### config.mk
export PLATFORM = sky130hd
export DESIGN_NAME = start_byte_packet_framer_fifo_unit_flat
export DESIGN_NICKNAME = d
export VERILOG_FILES = /design/src/design/sbpf_pkg.sv /design/src/design/sbpf_if.sv /design/src/design/start_byte_packet_framer_fifo_unit.sv /design/src/design/sbpf_ram.sv /design/src/design/sbpf_seq.sv /design/src/flat_wrapper.sv
export SDC_FILE = /design/constraint.sdc
export NUM_CORES = 1
export LEC_CHECK = 0
export BUFFER_PORTS_ARGS = -buffer_cell sky130_fd_sc_hd__buf_2
export CAP_MARGIN = 10
export CORE_MARGIN = 2
export CORE_UTILIZATION = 35
export DETAILED_ROUTE_END_ITERATION = 8
export SETUP_SLACK_MARGIN = 0.3
export SYNTH_ARGS = -nofsm -noshare
export SYNTH_HDL_FRONTEND = slang
export SYNTH_SLANG_ARGS = --single-unit
### constraint.sdc
create_clock -name clk -period 8.7 [get_ports clk]
set_input_delay 0.87 -clock clk [delete_from_list [all_inputs] [get_ports clk]]
set_output_delay 0.87 -clock clk [all_outputs]
set_load 0.05 [all_outputs]
### src/design/sbpf_pkg.sv
// Shared constants, codes and types for the start-byte packet framer.
package sbpf_pkg;

	localparam int PACKET_BYTES = 14;
	localparam int FIFO_PACKETS = 4;

	localparam logic [7:0] START_BYTE_RESET = 8'hFF;

	// Register index decoded from the word address bit
	localparam logic REG_START_BYTE = 1'b0;

	typedef enum logic [1:0] {
		ACT_BYTE  = 2'd0,
		ACT_READ  = 2'd1,
		ACT_CLEAR = 2'd2,
		ACT_NONE  = 2'd3
	} action_t;

	typedef enum logic [1:0] {
		ST_IDLE,
		ST_COPY,
		ST_READ,
		ST_EMPTY
	} seq_state_t;

	// Enables for the assembly buffer and the packet store
	typedef struct packed {
		logic asm_we;
		logic asm_re;
		logic st_we;
		logic st_re;
	} ram_ctl_t;

endpackage

### src/design/sbpf_if.sv
// Valid/ready channel interfaces for input items and result items.
interface sbpf_item_if;
	logic       valid;
	logic       ready;
	logic [1:0] action;
	logic [7:0] data_byte;

	modport source(output valid, action, data_byte, input ready);
	modport sink(input valid, action, data_byte, output ready);
endinterface

interface sbpf_result_if;
	logic        valid;
	logic        ready;
	logic [7:0]  packet_byte;
	logic [3:0]  byte_index;
	logic        last;
	logic        empty_res;
	logic [15:0] drop_count;
	logic [2:0]  stored_packets;

	modport source(output valid, packet_byte, byte_index, last, empty_res, drop_count,
		stored_packets, input ready);
	modport sink(input valid, packet_byte, byte_index, last, empty_res, drop_count,
		stored_packets, output ready);
endinterface

### src/design/start_byte_packet_framer_fifo_unit.sv
// Top level of the start-byte packet framer with packet FIFO.
//
//  channel  | dir | handshake          | payload
//  ---------+-----+--------------------+---------------------------------------------
//  item     | in  | valid / ready      | action, data_byte
//  result   | out | valid / ready      | packet_byte, byte_index, last, empty_res,
//           |     |                    | drop_count, stored_packets
//  apb      | in  | psel/penable/pready| start_byte at address 0
//
// A completed packet runs a copy loop through the assembly buffer's read port into the
// packet store. A read streams the packet at one byte per cycle while the result side
// does not stall, set by the packet store's single read port.
// Reset is asynchronous and needs no clearing pass; item.ready is low in the loops.
module start_byte_packet_framer_fifo_unit #(
	parameter int PACKET_BYTES = sbpf_pkg::PACKET_BYTES,
	parameter int FIFO_PACKETS = sbpf_pkg::FIFO_PACKETS
) (
	input  logic         clk,
	input  logic         arst_n,
	sbpf_item_if.sink    item,
	sbpf_result_if.source result,
	input  logic         psel,
	input  logic         penable,
	input  logic         pwrite,
	input  logic [2:0]   paddr,
	input  logic [31:0]  pwdata,
	output logic [31:0]  prdata,
	output logic         pready
);

	localparam int IW = $clog2(PACKET_BYTES);
	localparam int AW = $clog2(PACKET_BYTES * FIFO_PACKETS);

	logic [7:0]          start_byte_q;
	sbpf_pkg::ram_ctl_t  ram_ctl;
	logic [IW-1:0]       asm_waddr, asm_raddr;
	logic [7:0]          asm_wdata, asm_rdata;
	logic [AW-1:0]       st_waddr, st_raddr;
	logic [7:0]          st_wdata, st_rdata;

	// Configuration register write
	always_ff @(posedge clk or negedge arst_n) begin
		if (!arst_n) begin
			start_byte_q <= sbpf_pkg::START_BYTE_RESET;
		end else if (psel && penable && pwrite && paddr[2] == sbpf_pkg::REG_START_BYTE) begin
			start_byte_q <= pwdata[7:0];
		end
	end

	// Register read-back
	assign pready = 1'b1;
	assign prdata = (paddr[2] == sbpf_pkg::REG_START_BYTE) ? {24'd0, start_byte_q} : 32'd0;

	sbpf_seq #(
		.PACKET_BYTES(PACKET_BYTES),
		.FIFO_PACKETS(FIFO_PACKETS)
	) u_seq (
		.clk        (clk),
		.arst_n     (arst_n),
		.start_byte (start_byte_q),
		.in_valid   (item.valid),
		.in_ready   (item.ready),
		.in_action  (item.action),
		.in_data    (item.data_byte),
		.out_valid  (result.valid),
		.out_ready  (result.ready),
		.out_byte   (result.packet_byte),
		.out_index  (result.byte_index),
		.out_last   (result.last),
		.out_empty  (result.empty_res),
		.out_drop   (result.drop_count),
		.out_stored (result.stored_packets),
		.ram_ctl    (ram_ctl),
		.asm_waddr  (asm_waddr),
		.asm_wdata  (asm_wdata),
		.asm_raddr  (asm_raddr),
		.asm_rdata  (asm_rdata),
		.st_waddr   (st_waddr),
		.st_wdata   (st_wdata),
		.st_raddr   (st_raddr),
		.st_rdata   (st_rdata)
	);

	// Assembly buffer for the packet being collected
	sbpf_ram #(
		.DEPTH(PACKET_BYTES),
		.WIDTH(8)
	) u_asm_ram (
		.clk   (clk),
		.we    (ram_ctl.asm_we),
		.waddr (asm_waddr),
		.wdata (asm_wdata),
		.re    (ram_ctl.asm_re),
		.raddr (asm_raddr),
		.rdata (asm_rdata)
	);

	// Packet store, one row of PACKET_BYTES per FIFO slot
	sbpf_ram #(
		.DEPTH(PACKET_BYTES * FIFO_PACKETS),
		.WIDTH(8)
	) u_store_ram (
		.clk   (clk),
		.we    (ram_ctl.st_we),
		.waddr (st_waddr),
		.wdata (st_wdata),
		.re    (ram_ctl.st_re),
		.raddr (st_raddr),
		.rdata (st_rdata)
	);

endmodule

### src/design/sbpf_ram.sv
// Simple dual-port RAM: one write port, one read port with registered data.
module sbpf_ram #(
	parameter int DEPTH = sbpf_pkg::PACKET_BYTES,
	parameter int WIDTH = 8
) (
	input  logic                     clk,
	input  logic                     we,
	input  logic [$clog2(DEPTH)-1:0] waddr,
	input  logic [WIDTH-1:0]         wdata,
	input  logic                     re,
	input  logic [$clog2(DEPTH)-1:0] raddr,
	output logic [WIDTH-1:0]         rdata
);

	logic [WIDTH-1:0] mem [DEPTH];

	// Write and read; read data holds while re is low
	always_ff @(posedge clk) begin
		if (we) begin
			mem[waddr] <= wdata;
		end
		if (re) begin
			rdata <= mem[raddr];
		end
	end

endmodule

### src/design/sbpf_seq.sv
// Framer sequencer: hunt and collect, packet copy loop, read-out loop, output register.
module sbpf_seq #(
	parameter int PACKET_BYTES = sbpf_pkg::PACKET_BYTES,
	parameter int FIFO_PACKETS = sbpf_pkg::FIFO_PACKETS,
	localparam int IW = $clog2(PACKET_BYTES),
	localparam int AW = $clog2(PACKET_BYTES * FIFO_PACKETS)
) (
	input  logic              clk,
	input  logic              arst_n,
	input  logic [7:0]        start_byte,
	// input transaction
	input  logic              in_valid,
	output logic              in_ready,
	input  logic [1:0]        in_action,
	input  logic [7:0]        in_data,
	// result transaction
	output logic              out_valid,
	input  logic              out_ready,
	output logic [7:0]        out_byte,
	output logic [3:0]        out_index,
	output logic              out_last,
	output logic              out_empty,
	output logic [15:0]       out_drop,
	output logic [2:0]        out_stored,
	// memories
	output sbpf_pkg::ram_ctl_t ram_ctl,
	output logic [IW-1:0]     asm_waddr,
	output logic [7:0]        asm_wdata,
	output logic [IW-1:0]     asm_raddr,
	input  logic [7:0]        asm_rdata,
	output logic [AW-1:0]     st_waddr,
	output logic [7:0]        st_wdata,
	output logic [AW-1:0]     st_raddr,
	input  logic [7:0]        st_rdata
);

	localparam int SW = $clog2(2 * FIFO_PACKETS);
	localparam int CW = $clog2(PACKET_BYTES + 1);
	localparam logic [SW:0]   SLOT_MOD = (SW + 1)'(2 * FIFO_PACKETS);
	localparam logic [SW:0]   FIFO_N   = (SW + 1)'(FIFO_PACKETS);
	localparam logic [SW-1:0] SLOT_TOP = SW'(2 * FIFO_PACKETS - 1);
	localparam logic [SW-1:0] FIFO_S   = SW'(FIFO_PACKETS);
	localparam logic [CW-1:0] STEP_END = CW'(PACKET_BYTES);
	localparam logic [IW-1:0] IDX_LAST = IW'(PACKET_BYTES - 1);
	localparam logic [AW-1:0] PB_A     = AW'(PACKET_BYTES);

	sbpf_pkg::seq_state_t state_q, state_d;

	logic          collecting_q;
	logic [IW-1:0] bcnt_q;
	logic [SW-1:0] wslot_q, rslot_q;
	logic [15:0]   drop_q;
	logic [CW-1:0] cnt_q;
	logic [IW-1:0] ld_q;
	logic          dv_q;
	logic [AW-1:0] addr_q;
	logic          ov_q;

	logic [SW:0]   diff, fcount;
	logic          full, empty;
	logic [SW-1:0] wslot_inc, rslot_inc;
	logic [SW-1:0] widx, ridx;
	logic [AW-1:0] wbase, rbase;
	logic          in_fire, load_ok;
	logic          byte_take, pkt_done;
	logic          act_read, act_clear;
	logic          issue, load_rd, load_empty;
	logic [IW+3:0] ld_ext;

	// FIFO occupancy from slot counters that run mod twice the depth
	always_comb begin
		diff   = {1'b0, wslot_q} - {1'b0, rslot_q};
		fcount = diff[SW] ? diff + SLOT_MOD : diff;
		full   = fcount >= FIFO_N;
		empty  = fcount == '0;
	end

	// Advance slots and locate packet bases
	always_comb begin
		wslot_inc = (wslot_q == SLOT_TOP) ? '0 : wslot_q + 1'b1;
		rslot_inc = (rslot_q == SLOT_TOP) ? '0 : rslot_q + 1'b1;
		widx      = (wslot_q >= FIFO_S) ? wslot_q - FIFO_S : wslot_q;
		ridx      = (rslot_q >= FIFO_S) ? rslot_q - FIFO_S : rslot_q;
		wbase     = AW'(AW'(widx) * PB_A);
		rbase     = AW'(AW'(ridx) * PB_A);
	end

	// Decode the accepted transaction
	always_comb begin
		in_fire    = in_valid & in_ready;
		load_ok    = ~ov_q | out_ready;
		act_read   = in_fire & (in_action == sbpf_pkg::ACT_READ);
		act_clear  = in_fire & (in_action == sbpf_pkg::ACT_CLEAR);
		byte_take  = in_fire & (in_action == sbpf_pkg::ACT_BYTE)
			& (collecting_q | (in_data == start_byte));
		pkt_done   = byte_take & (bcnt_q == IDX_LAST);
		issue      = (state_q == sbpf_pkg::ST_READ) & (cnt_q != STEP_END) & (~dv_q | load_ok);
		load_rd    = (state_q == sbpf_pkg::ST_READ) & dv_q & load_ok;
		load_empty = (state_q == sbpf_pkg::ST_EMPTY) & load_ok;
	end

	// Next state
	always_comb begin
		state_d = state_q;
		case (state_q)
			sbpf_pkg::ST_IDLE: begin
				if (act_read) begin
					state_d = empty ? sbpf_pkg::ST_EMPTY : sbpf_pkg::ST_READ;
				end else if (pkt_done && !full) begin
					state_d = sbpf_pkg::ST_COPY;
				end
			end
			sbpf_pkg::ST_COPY: begin
				if (cnt_q == STEP_END) begin
					state_d = sbpf_pkg::ST_IDLE;
				end
			end
			sbpf_pkg::ST_READ: begin
				if (load_rd && ld_q == IDX_LAST) begin
					state_d = sbpf_pkg::ST_IDLE;
				end
			end
			sbpf_pkg::ST_EMPTY: begin
				if (load_ok) begin
					state_d = sbpf_pkg::ST_IDLE;
				end
			end
			default: state_d = sbpf_pkg::ST_IDLE;
		endcase
	end

	// Outputs: handshake and memory ports
	always_comb begin
		in_ready       = (state_q == sbpf_pkg::ST_IDLE);
		ram_ctl.asm_we = byte_take;
		ram_ctl.asm_re = (state_q == sbpf_pkg::ST_COPY) & (cnt_q != STEP_END);
		ram_ctl.st_we  = (state_q == sbpf_pkg::ST_COPY) & (cnt_q != '0);
		ram_ctl.st_re  = issue;
		asm_waddr      = bcnt_q;
		asm_wdata      = in_data;
		asm_raddr      = cnt_q[IW-1:0];
		st_waddr       = addr_q;
		st_wdata       = asm_rdata;
		st_raddr       = addr_q;
	end

	// Control registers
	always_ff @(posedge clk or negedge arst_n) begin
		if (!arst_n) begin
			state_q      <= sbpf_pkg::ST_IDLE;
			collecting_q <= 1'b0;
			bcnt_q       <= '0;
			wslot_q      <= '0;
			rslot_q      <= '0;
			drop_q       <= '0;
			cnt_q        <= '0;
			ld_q         <= '0;
			dv_q         <= 1'b0;
			ov_q         <= 1'b0;
		end else begin
			state_q <= state_d;
			// Hunt and collect
			if (act_clear) begin
				collecting_q <= 1'b0;
				bcnt_q       <= '0;
				wslot_q      <= '0;
				rslot_q      <= '0;
				drop_q       <= '0;
			end else if (pkt_done) begin
				collecting_q <= 1'b0;
				bcnt_q       <= '0;
				if (full) begin
					drop_q <= drop_q + 16'd1;
				end
			end else if (byte_take) begin
				collecting_q <= 1'b1;
				bcnt_q       <= bcnt_q + 1'b1;
			end
			// Pop the slot when a read starts
			if (act_read && !empty) begin
				rslot_q <= rslot_inc;
			end
			// Copy loop
			if (state_q == sbpf_pkg::ST_COPY) begin
				if (cnt_q == STEP_END) begin
					cnt_q   <= '0;
					wslot_q <= wslot_inc;
				end else begin
					cnt_q <= cnt_q + 1'b1;
				end
			end
			// Read-out loop
			if (issue) begin
				cnt_q <= cnt_q + 1'b1;
			end
			if (issue) begin
				dv_q <= 1'b1;
			end else if (load_rd) begin
				dv_q <= 1'b0;
			end
			if (load_rd) begin
				if (ld_q == IDX_LAST) begin
					ld_q  <= '0;
					cnt_q <= '0;
				end else begin
					ld_q <= ld_q + 1'b1;
				end
			end
			// Output register valid
			if (load_rd || load_empty) begin
				ov_q <= 1'b1;
			end else if (out_ready) begin
				ov_q <= 1'b0;
			end
		end
	end

	assign ld_ext = (IW + 4)'(ld_q);

	// Shared address register and result payload
	always_ff @(posedge clk) begin
		if (state_q == sbpf_pkg::ST_IDLE) begin
			addr_q <= act_read ? rbase : wbase;
		end else if (ram_ctl.st_we || issue) begin
			addr_q <= addr_q + 1'b1;
		end
		if (load_rd) begin
			out_byte   <= st_rdata;
			out_index  <= ld_ext[3:0];
			out_last   <= (ld_q == IDX_LAST);
			out_empty  <= 1'b0;
			out_drop   <= drop_q;
			out_stored <= fcount[2:0];
		end else if (load_empty) begin
			out_byte   <= '0;
			out_index  <= '0;
			out_last   <= 1'b1;
			out_empty  <= 1'b1;
			out_drop   <= drop_q;
			out_stored <= '0;
		end
	end

	assign out_valid = ov_q;

endmodule

### src/flat_wrapper.sv
// flat-port wrapper written by rule: the top's interface ports become plain ports
module start_byte_packet_framer_fifo_unit_flat 
#(
	parameter int PACKET_BYTES = sbpf_pkg::PACKET_BYTES,
	parameter int FIFO_PACKETS = sbpf_pkg::FIFO_PACKETS
)
  (clk, arst_n, psel, penable, pwrite, paddr, pwdata, prdata, pready, item_valid, item_action, item_data_byte, item_ready, result_valid, result_packet_byte, result_byte_index, result_last, result_empty_res, result_drop_count, result_stored_packets, result_ready);
  sbpf_item_if item_i ();
  sbpf_result_if result_i ();
  input  logic clk;
  input  logic arst_n;
  input  logic psel;
  input  logic penable;
  input  logic pwrite;
  input  logic [2:0] paddr;
  input  logic [31:0] pwdata;
  output logic [31:0] prdata;
  output logic pready;
  input wire logic [$bits(item_i.valid)-1:0] item_valid;
  input wire logic [$bits(item_i.action)-1:0] item_action;
  input wire logic [$bits(item_i.data_byte)-1:0] item_data_byte;
  output wire logic [$bits(item_i.ready)-1:0] item_ready;
  output wire logic [$bits(result_i.valid)-1:0] result_valid;
  output wire logic [$bits(result_i.packet_byte)-1:0] result_packet_byte;
  output wire logic [$bits(result_i.byte_index)-1:0] result_byte_index;
  output wire logic [$bits(result_i.last)-1:0] result_last;
  output wire logic [$bits(result_i.empty_res)-1:0] result_empty_res;
  output wire logic [$bits(result_i.drop_count)-1:0] result_drop_count;
  output wire logic [$bits(result_i.stored_packets)-1:0] result_stored_packets;
  input wire logic [$bits(result_i.ready)-1:0] result_ready;
  assign item_i.valid = item_valid;
  assign item_i.action = item_action;
  assign item_i.data_byte = item_data_byte;
  assign item_ready = item_i.ready;
  assign result_valid = result_i.valid;
  assign result_packet_byte = result_i.packet_byte;
  assign result_byte_index = result_i.byte_index;
  assign result_last = result_i.last;
  assign result_empty_res = result_i.empty_res;
  assign result_drop_count = result_i.drop_count;
  assign result_stored_packets = result_i.stored_packets;
  assign result_i.ready = result_ready;
  start_byte_packet_framer_fifo_unit #(.PACKET_BYTES(PACKET_BYTES), .FIFO_PACKETS(FIFO_PACKETS)) u_core (.clk(clk), .arst_n(arst_n), .item(item_i), .result(result_i), .psel(psel), .penable(penable), .pwrite(pwrite), .paddr(paddr), .pwdata(pwdata), .prdata(prdata), .pready(pready));
endmodule
======== Yosys cells after proc, flatten, opt, wreduce, memory -nomap -nowiden ========
Memory sizes are Yosys's and may differ from the RTL's. A register that Yosys moved wholly into a read port is not among the register bits.
Cells that the tools add are included.
operators by class
  reductions and logical operators ........ 24
  bitwise operators ....................... 19
  multiply operators ...................... 2
  $lt $le $gt $ge ......................... 3
  add/subtract/negate cells ............... 11
  eq/ne operators ......................... 16
  multiplexer cells ....................... 54
operator list
  operator                 count
  $mux W16                 5
  $mux W4                  12
  $mux W3                  11
  $mux W8                  3
  $mux W6                  3
  $add A16 B1 Y16 const B  1
  $mux W1                  14
  $reduce_bool A2 Y1       7
  $and A1 B1 Y1            13
  $add A4 B1 Y4 const B    3
  $eq A4 B4 Y1 const B     3
  $mul A3 B3 Y5 const B    2
  $mux W2                  5
  $eq A8 B8 Y1             1
  $pmux W2 S4              1
  $add A3 B1 Y3 const B    2
  $add A6 B1 Y6 const B    1
  $eq A2 B2 Y1 const B     3
  $eq A3 B3 Y1 const B     2
  $ge A3 B3 Y1 const B     2
  $logic_and A1 B1 Y1      6
  $sub A3 B3 Y3 const B    2
  $add A4 B4 Y4 const B    1
  $eq A2 B1 Y1 const B     2
  16 further kinds         24
storage, ports and cells
  register bits after elaboration ......... 86
  memories ................................ 2
  logic and storage cells ................. 149
  output and inout bits ................... 68
  bits in writable memories ............... 560
memories
  memory                  depth  bits a word  rd ports  clocked after Yosys merged registers in  write ports  line            RTL
  u_core.u_store_ram.mem  56     8            1         1                                        1            sbpf_ram.sv:15  logic [WIDTH-1:0] mem [DEPTH];
  u_core.u_asm_ram.mem    14     8            1         1                                        1            sbpf_ram.sv:15

======== Depth between registers and ports, before layout ========
Gate-level depths: netlist of run 1.
  word-level depth ........................ 9
  gate-level depth with buffers ........... 10
  gate-level depth less buffers ........... 8

======== Cells and area by module ========
A second synthesis of run 1 with hierarchy kept.
second synthesis, totals
  cells, all modules ...................... 1,507
  area total of the unflattened synthesis .. 27,318.7 µm²
by module, submodules not included
  module                              times used  cells each  area each (µm²)
  sbpf_ram at u_core.u_store_ram      1           875         17,937.2
  sbpf_ram at u_core.u_asm_ram        1           210         4,688.2
  sbpf_seq                            1           370         4,103.9
  start_byte_packet_framer_fifo_unit  1           52          589.3

======== Worst setup path after synthesis of run 1 ========
OpenSTA, ideal clock, no wires.
  kind .................................... input to register
  start point ............................. input result_ready
  end point ............................... register u_core.u_seq.out_byte[0], enable pin
  library setup time ...................... 0.421 ns
  stages .................................. 3
  slack ................................... 5.821 ns
  data arrival time ....................... 2.458 ns
  path buffers ............................ 0
  data required time ...................... 8.279 ns
  cells stage by stage .................... nand2b_1 > nand2_1 > nor2_1
on the way
  cells in the longest elaborated chain, start to end .. 3
RTL lines
  element                                  line                            RTL
  start: declaration                       flat_wrapper.sv:30              input wire logic [$bits(result_i.ready)-1:0] result_ready;
  $or A1 B1 Y1 (*)                         sbpf_seq.sv:91                  load_ok = ~ov_q | out_ready;
  $and A1 B1 Y1, on equally long branches  sbpf_seq.sv:98, sbpf_seq.sv:99
  $reduce_bool A2 Y1 (no line) (*)         -
  end signal: assignment                   sbpf_seq.sv:228                 out_byte <= st_rdata;
  end: declaration                         sbpf_seq.sv:19                  output logic [7:0] out_byte,
Mark *: on every way between the ends. The rest lies on a longest branch, timed or not.
A chain may end at the register's enable or synchronous reset.

======== Worst setup path in the final report of run 1 ========
  start point ............................. register u_core.u_seq.addr_q[1], in the netlist u_core.u_seq.st_raddr[1]
  end point ............................... memory u_core.u_store_ram.mem[26][4], enable pin
RTL lines
  element                   line             RTL
  start: declaration        sbpf_seq.sv:56   logic [AW-1:0] addr_q;
  start signal: assignment  sbpf_seq.sv:223  addr_q <= act_read ? rbase : wbase;
  start signal: assignment  sbpf_seq.sv:225  addr_q <= addr_q + 1'b1;
  end: declaration          sbpf_ram.sv:15
Straight into the memory's write port.

==> impl_metrics.toml, run 1 <==
[routing]
firstDrtPassIters = 5
antenna_left = 0
via_per_inst = 5.34
wl_per_cell_um = 23.1
vias = 14600
drt-total-wl_um = 63000
drt_iter0_drc = 1408
drc = 0

[clock_tree]
cts.clk_slew.worst_paths_ns = 0.06
numCtsBuffers = 66
h-tree-depth = 3
cts_resized = 0
ctsHoldBuffers = 0
clk_latency_ns = 0.61
cts_tree = "done"
cts_setup_buffers = 0
clockBufferDepth = 3
cts_sinks = 662
cts_root_buf = "clkbuf_16"

[worst_setup_path]
cpLargestDelayFamily = "simple AND/OR/NAND/NOR gates"
cp_max_fo = 52
critPathBufInv = 2
cpPeakStageDelay_ns = 0.98
r2r_slack_ns = 4.58
slowest_stage = "nor2_1"
path_cells = "buf_4 -> nor2b_1 -> buf_4 -> nand3_1 -> nor2_1"
crit_top_cell = "buf_4"
startpoint_type = "register"
critPathCaptureType = "register"
critPathKind = "register to register"
arrival_ns = 4.33
critPathRequiredTime_ns = 8.92

[finish]
num_antenna_cells = 0
instances_no_fill = 2732
drive_gt1_frac = 0.201
fillers = 6885
fin_nets = 1722
area_growth_pct = 13.0
final_util = 0.400
design_area_um2 = 30400

[floorplan]
die_w_um = 281
rows = 101
ios = 120
core_um2 = 76100
initial_core_util = 0.354
die_area_um2 = 79200
dieHeight_um = 281

[placed_design]
placedCellCount = 2613
port_buffers = 68
dpl_cell_area_um2 = 28300
hpwl_um = 38000
gp_congestion = 0.850

[power_and_ir_drop]
p_leak_uw = 0.00995
ir_drop_uv = 245
pwr_density_cell_nw_per_um2 = 321

[grt]
grt_pass1_wl_um = 94100
track_usage = 0.158
grt_overflow = 0
grt_max_degree = 124
antenna_found_initial = 0
grt_pass1_vias = 14700

[synthesis]
yosysTopAreaCell = "edfxtp_1"
synth_warnings = 0
avgSynthCellArea_um2 = 17.1
synth_edf_count = 614
synth_ff_type = "edfxtp_1"
netlist_instances = 1578
synth-async-reset-ratio = 0.0710
synth_area_leaders = "edfxtp_1, mux4_2, dfrtp_1, mux2_2, mux2i_1"
synth_top_cell_area_share = 0.685
synth.distinct_cells = 72
ys_ff_latch = 662
seq_area_frac_synth = 0.729
netlist_area_um2 = 26900

[timing]
fin_crit_sh = 0.473
worst_pin_slew_ns = 1.11
clock.fmax_mhz = 243
skew_ns = 0.0245
slew_headroom = 0.261
setup_viol = 0
drv_slew = 0
rsz0062_at_grt = "no"
layout_min_cycle_time_ns = 4.12
setup_tns_ns = 0
holdWs_ns = 0.367
hold_viol_final = 0

[flow_run]
drv_cap = 0

[status]
outcome = "completed"

[hold_path]
hold_path.class = "input port to async pin"
## layout make-up
type / count / area [um^2] / share of cell area
sequential: 662 / 19600 / 0.646
multi-input combinational: 805 / 6690 / 0.220
clock buffer: 88 / 1830 / 0.0601
tap: 1030 / 1290 / 0.0424
timing repair buffer: 97 / 571 / 0.0188
clock inverter: 31 / 329 / 0.0108
inverter: 19 / 71.3 / 0.00234
## cell usage in the layout, fill, tap and decap left out, types with 9 or more instances in the layout
cell type	synthesis	layout
clkbuf_1	36	17
and2_1	15	15
a221oi_1	31	31
clkinv_2	0	9
conb_1	2	25
dfrtp_1	39	38
inv_1	19	18
mux4_2	75	75
buf_4	30	28
edfxtp_1	614	614
buf_2	35	68
nand2_1	75	75
nor2_1	101	98
nand4_1	11	11
o22ai_1	15	15
o21ai_0	31	31
nand4b_1	9	9
mux2_2	56	56
ha_1	18	18
o2bb2ai_1	9	9
nand3_1	33	33
nor3_1	11	11
a22oi_1	33	33
mux2i_1	47	47
clkinv_1	0	14
and3_1	15	15
nand2b_1	9	9
a21oi_1	24	24
clkbuf_16	0	70
xor2_1	11	11
a31oi_1	13	13
nor2b_1	21	19
## worst reg2reg max path, stage by stage (launching register included)
cell      delay, ns
edfxtp_1       0.33
buf_4          0.60
nor2b_1        1.01
buf_4          0.34
nand3_1        0.47
nor2_1         0.98
## synth_stat cells (9+ instances only)
master / number
nand2_1: 75
o21ai_0: 31
ha_1: 18
a221oi_1: 31
dfrtp_1: 39
xor2_1: 11
a31oi_1: 13
buf_4: 30
buf_2: 35
mux4_2: 75
mux2_2: 56
inv_1: 19
o22ai_1: 15
nand4b_1: 9
mux2i_1: 47
and3_1: 15
clkbuf_1: 36
a22oi_1: 33
nand3_1: 33
nand2b_1: 9
a21oi_1: 24
nor2b_1: 21
nor2_1: 101
o2bb2ai_1: 9
nand4_1: 11
edfxtp_1: 614
nor3_1: 11
and2_1: 15
## state kept, by name, indices dropped and copies added, names as in the netlist, 4 cells and up
name                      count
u_core.u_store_ram.mem      448
u_core.u_asm_ram.mem        112
u_core.u_seq.drop_q          16
u_core.u_seq.out_drop        16
u_core.start_byte_q           8
u_core.u_asm_ram.rdata        8
u_core.u_seq.out_byte         8
u_core.u_store_ram.rdata      8
u_core.u_seq.st_raddr         6
u_core.u_seq.asm_raddr        4
u_core.u_seq.asm_waddr        4
u_core.u_seq.ld_q             4
u_core.u_seq.out_index        4
## power breakdown
part	switching, uW	internal [uW]	leakage, uW	total, uW
Clock	1180	1690	0.00106	2870
Combinational	1900	932	0.00273	2830
Sequential	129	3920	0.00616	4050
Total	3220	6540	0.00995	9750
## metrics by stage
stage	setup WS [ns]	total power [uW]
4_1_cts	4.63	9800
3_5_place_dp	4.69	6930
6_report	4.58	9750
5_1_grt	4.45	10100
3_3_place_gp	4.79	6890
2_1_floorplan	5.82	6020
## kinds of logic (layout without fill, tap and decap cells)
kind of cell / after synthesis / count (layout) / synth area share
xor+xnor: 17 / 17 / 0.00609
other cells: 2 / 25 / 0.000279
compound gates: 228 / 228 / 0.0618
flops: 662 / 662 / 0.729
mux: 178 / 178 / 0.104
fa+ha+maj: 19 / 19 / 0.00911
buf+inv: 134 / 235 / 0.0263
simple gates: 338 / 338 / 0.0635
## path summary, 6_finish.rpt
path | start | end | cells past startpoint
worst max-delay path | u_core.u_seq.st_raddr[1] | u_core.u_store_ram.mem[26][4] | 5
min in group clk | u_core.u_seq.drop_q[15] | u_core.u_seq.out_drop[15] | 0
worst max register to register | u_core.u_seq.st_raddr[1] | u_core.u_store_ram.mem[26][4] | 5
worst min register to register | u_core.u_seq.drop_q[15] | u_core.u_seq.out_drop[15] | 0
max in group asynchronous | arst_n | u_core.u_seq.asm_raddr[0] | 2
worst min-delay path | arst_n | u_core.u_seq.collecting_q | 2
## per-layer routing
metal,wire length [um],vias to the layer above,GRT usage
li1,-,6398,-
met1,26500,7522,0.215
met2,29800,550,0.249
met3,4810,118,0.0386
met4,1900,0,0.0532
met5,0,-,0
Note: power is estimated with default switching activity, not from simulation.
==> run 2, diff against run 1 <==
Settings changed: ABC_AREA set to 1.
Clock period 8.7 ns to 3.8 ns, I/O delays scaled along.
==> run 2 against run 1 <==
Non-clock buffer count up 82. Register-to-register slack got worse by 3.8 ns. Sequential power up 140%. Critical path depth down 1. Worst hold slack worse by 0.21 ns. Largest power group unchanged. Worst setup slack got worse by 3.8 ns. Flip-flop and latch count did not move. Critical path type unchanged. Die area is 2.0% lower. First-iteration DRC count increased by 2.1%. Combinational power grew 120%.
==> impl_metrics.toml, run 2 <==
[synthesis]
synth-async-reset-ratio = 0.0710
synth_edf_count = 614
synth_warnings = 0
avgSynthCellArea_um2 = 12.6
ys_ff_latch = 662
synth_ff_type = "edfxtp_1"
seq_area_frac_synth = 0.745
netlist_instances = 2086
netlist_area_um2 = 26400
synth_area_leaders = "edfxtp_1, nand2_1, dfrtp_1, nor2_1, o21ai_0"
yosys-top-cells-count = "edfxtp_1, nand2_1, nor2_1"
synth_most_common_cell = "edfxtp_1"
synth_top_cell_area_share = 0.699
yosysTopAreaCell = "edfxtp_1"
synth.distinct_cells = 41

[worst_setup_path]
arrival_ns = 3.30
critPathCaptureType = "register"
critPathKind = "register to register"
startpoint_type = "register"
slowest_stage = "nor2_1"
r2r_slack_ns = 0.74
critPathRequiredTime_ns = 4.04
crit_top_cell = "nand2_1"
path_cells = "nand2_1 -> nor2_4 -> nand2_1 -> nor2_1"
cpPeakStageDelay_ns = 0.75
cp_max_fo = 25

[floorplan]
ios = 120
die_area_um2 = 77600
rows = 100
core_um2 = 74600
initial_core_util = 0.354
dieHeight_um = 279
die_w_um = 279

[placed_design]
hpwl_um = 39500
gp_congestion = 0.860
port_buffers = 68

[routing]
drc = 0
vias = 16500
wl_per_cell_um = 19.6
via_per_inst = 5.03
antenna_left = 0
firstDrtPassIters = 5
drt-total-wl_um = 64300
drt_iter0_drc = 1438

[power_and_ir_drop]
p_leak_uw = 0.0111
power_switching_uw = 7750
pwr_density_cell_nw_per_um2 = 731
seq_power_share = 0.436
switching_share = 0.347
intPower_uw = 14600
p_comb_frac = 0.275
power_frac_clock = 0.289
ir_drop_uv = 385

[timing]
fin_crit_sh = 0.805
layout_min_cycle_time_ns = 3.06
rsz0062_at_grt = "no"
setup_tns_ns = 0
worst_pin_slew_ns = 1.05
drv_slew = 0
setup_viol = 0
skew_ns = 0.0314
hold_viol_final = 0
slew_headroom = 0.300
clock.fmax_mhz = 327

[finish]
final_common_cell = "edfxtp_1"
area_growth_pct = 15.8
final_util = 0.410
reg.largest.list = "u_core.u_store_ram.mem x448, u_core.u_asm_ram.mem x112"
mostFrequentLayoutCells = "edfxtp_1, nand2_1, nor2_1"
drive_gt1_frac = 0.130
largest_reg_flops = 448
regMostFlops = "u_core.u_store_ram.mem"
num_antenna_cells = 0
fin_nets = 2327

[clock_tree]
cts_resized = 0
cts_setup_buffers = 0
ctsHoldBuffers = 9
cts.clk_slew.worst_paths_ns = 0.06
cts_tree = "done"
cts_root_buf = "clkbuf_16"
h-tree-depth = 3
clockBufferDepth = 3
cts_sinks = 662
numCtsBuffers = 68
clk_latency_ns = 0.63

[grt]
grt_max_degree = 57
track_usage = 0.165
grt_pass1_wl_um = 97800
antenna_found_initial = 0
grt_overflow = 0
grt_pass1_vias = 16300

[flow_run]
drv_cap = 0

[hold_path]
hold_path.class = "input port to register"

[status]
outcome = "completed"
run 2: cell count changes after synthesis, moves of 56 or more:
cell	change
mux2_2	-56
nand2_1	+448
nor2_1	+119
inv_1	+81
mux4_2	-75
o21ai_0	+69
run 2: critical path, delay by kind of cell, from the launching register on:
family / cells / cell delay [ns]
flops: 1 / 0.54
simple gates: 4 / 2.13
run 2: cells by family (layout without fill, tap and decap cells):
group / Yosys count / count (layout) / synth area share
AND/OR/NAND/NOR: 915 / 915 / 0.144
flip-flops: 662 / 662 / 0.745
AO/OA/AOI/OAI: 254 / 254 / 0.0577
buffers and inverters: 216 / 415 / 0.0378
adder cells (fa/ha/maj): 19 / 19 / 0.00930
XOR/XNOR: 18 / 18 / 0.00598
other: 2 / 25 / 0.000285
run 2: power by group through the flow:
stage	combinational [uW]	sequential (uW)	clock [uW]
after floorplan	3220	10400	0
after CTS	6160	9730	6600
final	6130	9740	6460
after detailed placement	6140	9880	0
after global routing	6730	9790	6860
after global placement	6000	9840	0
run 2: final cells by class:
| cell class | count | area [um^2] |
|---|---|---|
| fillers | 6835 | 44000 |
| flip-flops and latches | 662 | 19600 |
| multi-input cells | 1231 | 5830 |
| clock buffers | 90 | 1830 |
| repair buffers | 179 | 1270 |
| well taps | 969 | 1210 |
| inverters | 114 | 428 |
| clock inverters | 32 | 328 |
run 2: per-layer routing:
| metal | vias up | track usage | wire (um) |
|---|---|---|---|
| met3 | 97 | 0.0303 | 3770 |
| met1 | 8182 | 0.225 | 28300 |
| li1 | 7676 | - | - |
| met5 | - | 0 | 0 |
| met2 | 517 | 0.272 | 31000 |
| met4 | 0 | 0.0423 | 1230 |
run 2: worst paths after layout:
check | startpoint | to | depth (start not counted)
setup / recovery | u_core.u_seq.st_raddr[1] | u_core.u_store_ram.mem[14][3] | 4
hold / removal | item_data_byte[1] | u_core.u_asm_ram.mem[11][1] | 1
setup reg to reg | u_core.u_seq.st_raddr[1] | u_core.u_store_ram.mem[14][3] | 4
hold reg to reg | u_core.start_byte_q[4] | u_core.start_byte_q[4] | 2
max in group asynchronous | arst_n | u_core.start_byte_q[5] | 3
min in group asynchronous | arst_n | u_core.u_seq.drop_q[1] | 2
run 2: per-stage QoR:
step	total power [uW]	std cells	setup slack [ns]	hold slack (ns)	instance area (um^2)
floorplan	13600	2109	1.11	0.0844	26500
global placement	15800	3145	0.859	0.480	28300
detailed placement	16000	3145	0.762	0.494	28300
CTS	22500	3276	0.759	0.136	30500
global route	23400	3277	0.635	0.151	30500
finish	22300	3277	0.740	0.159	30500
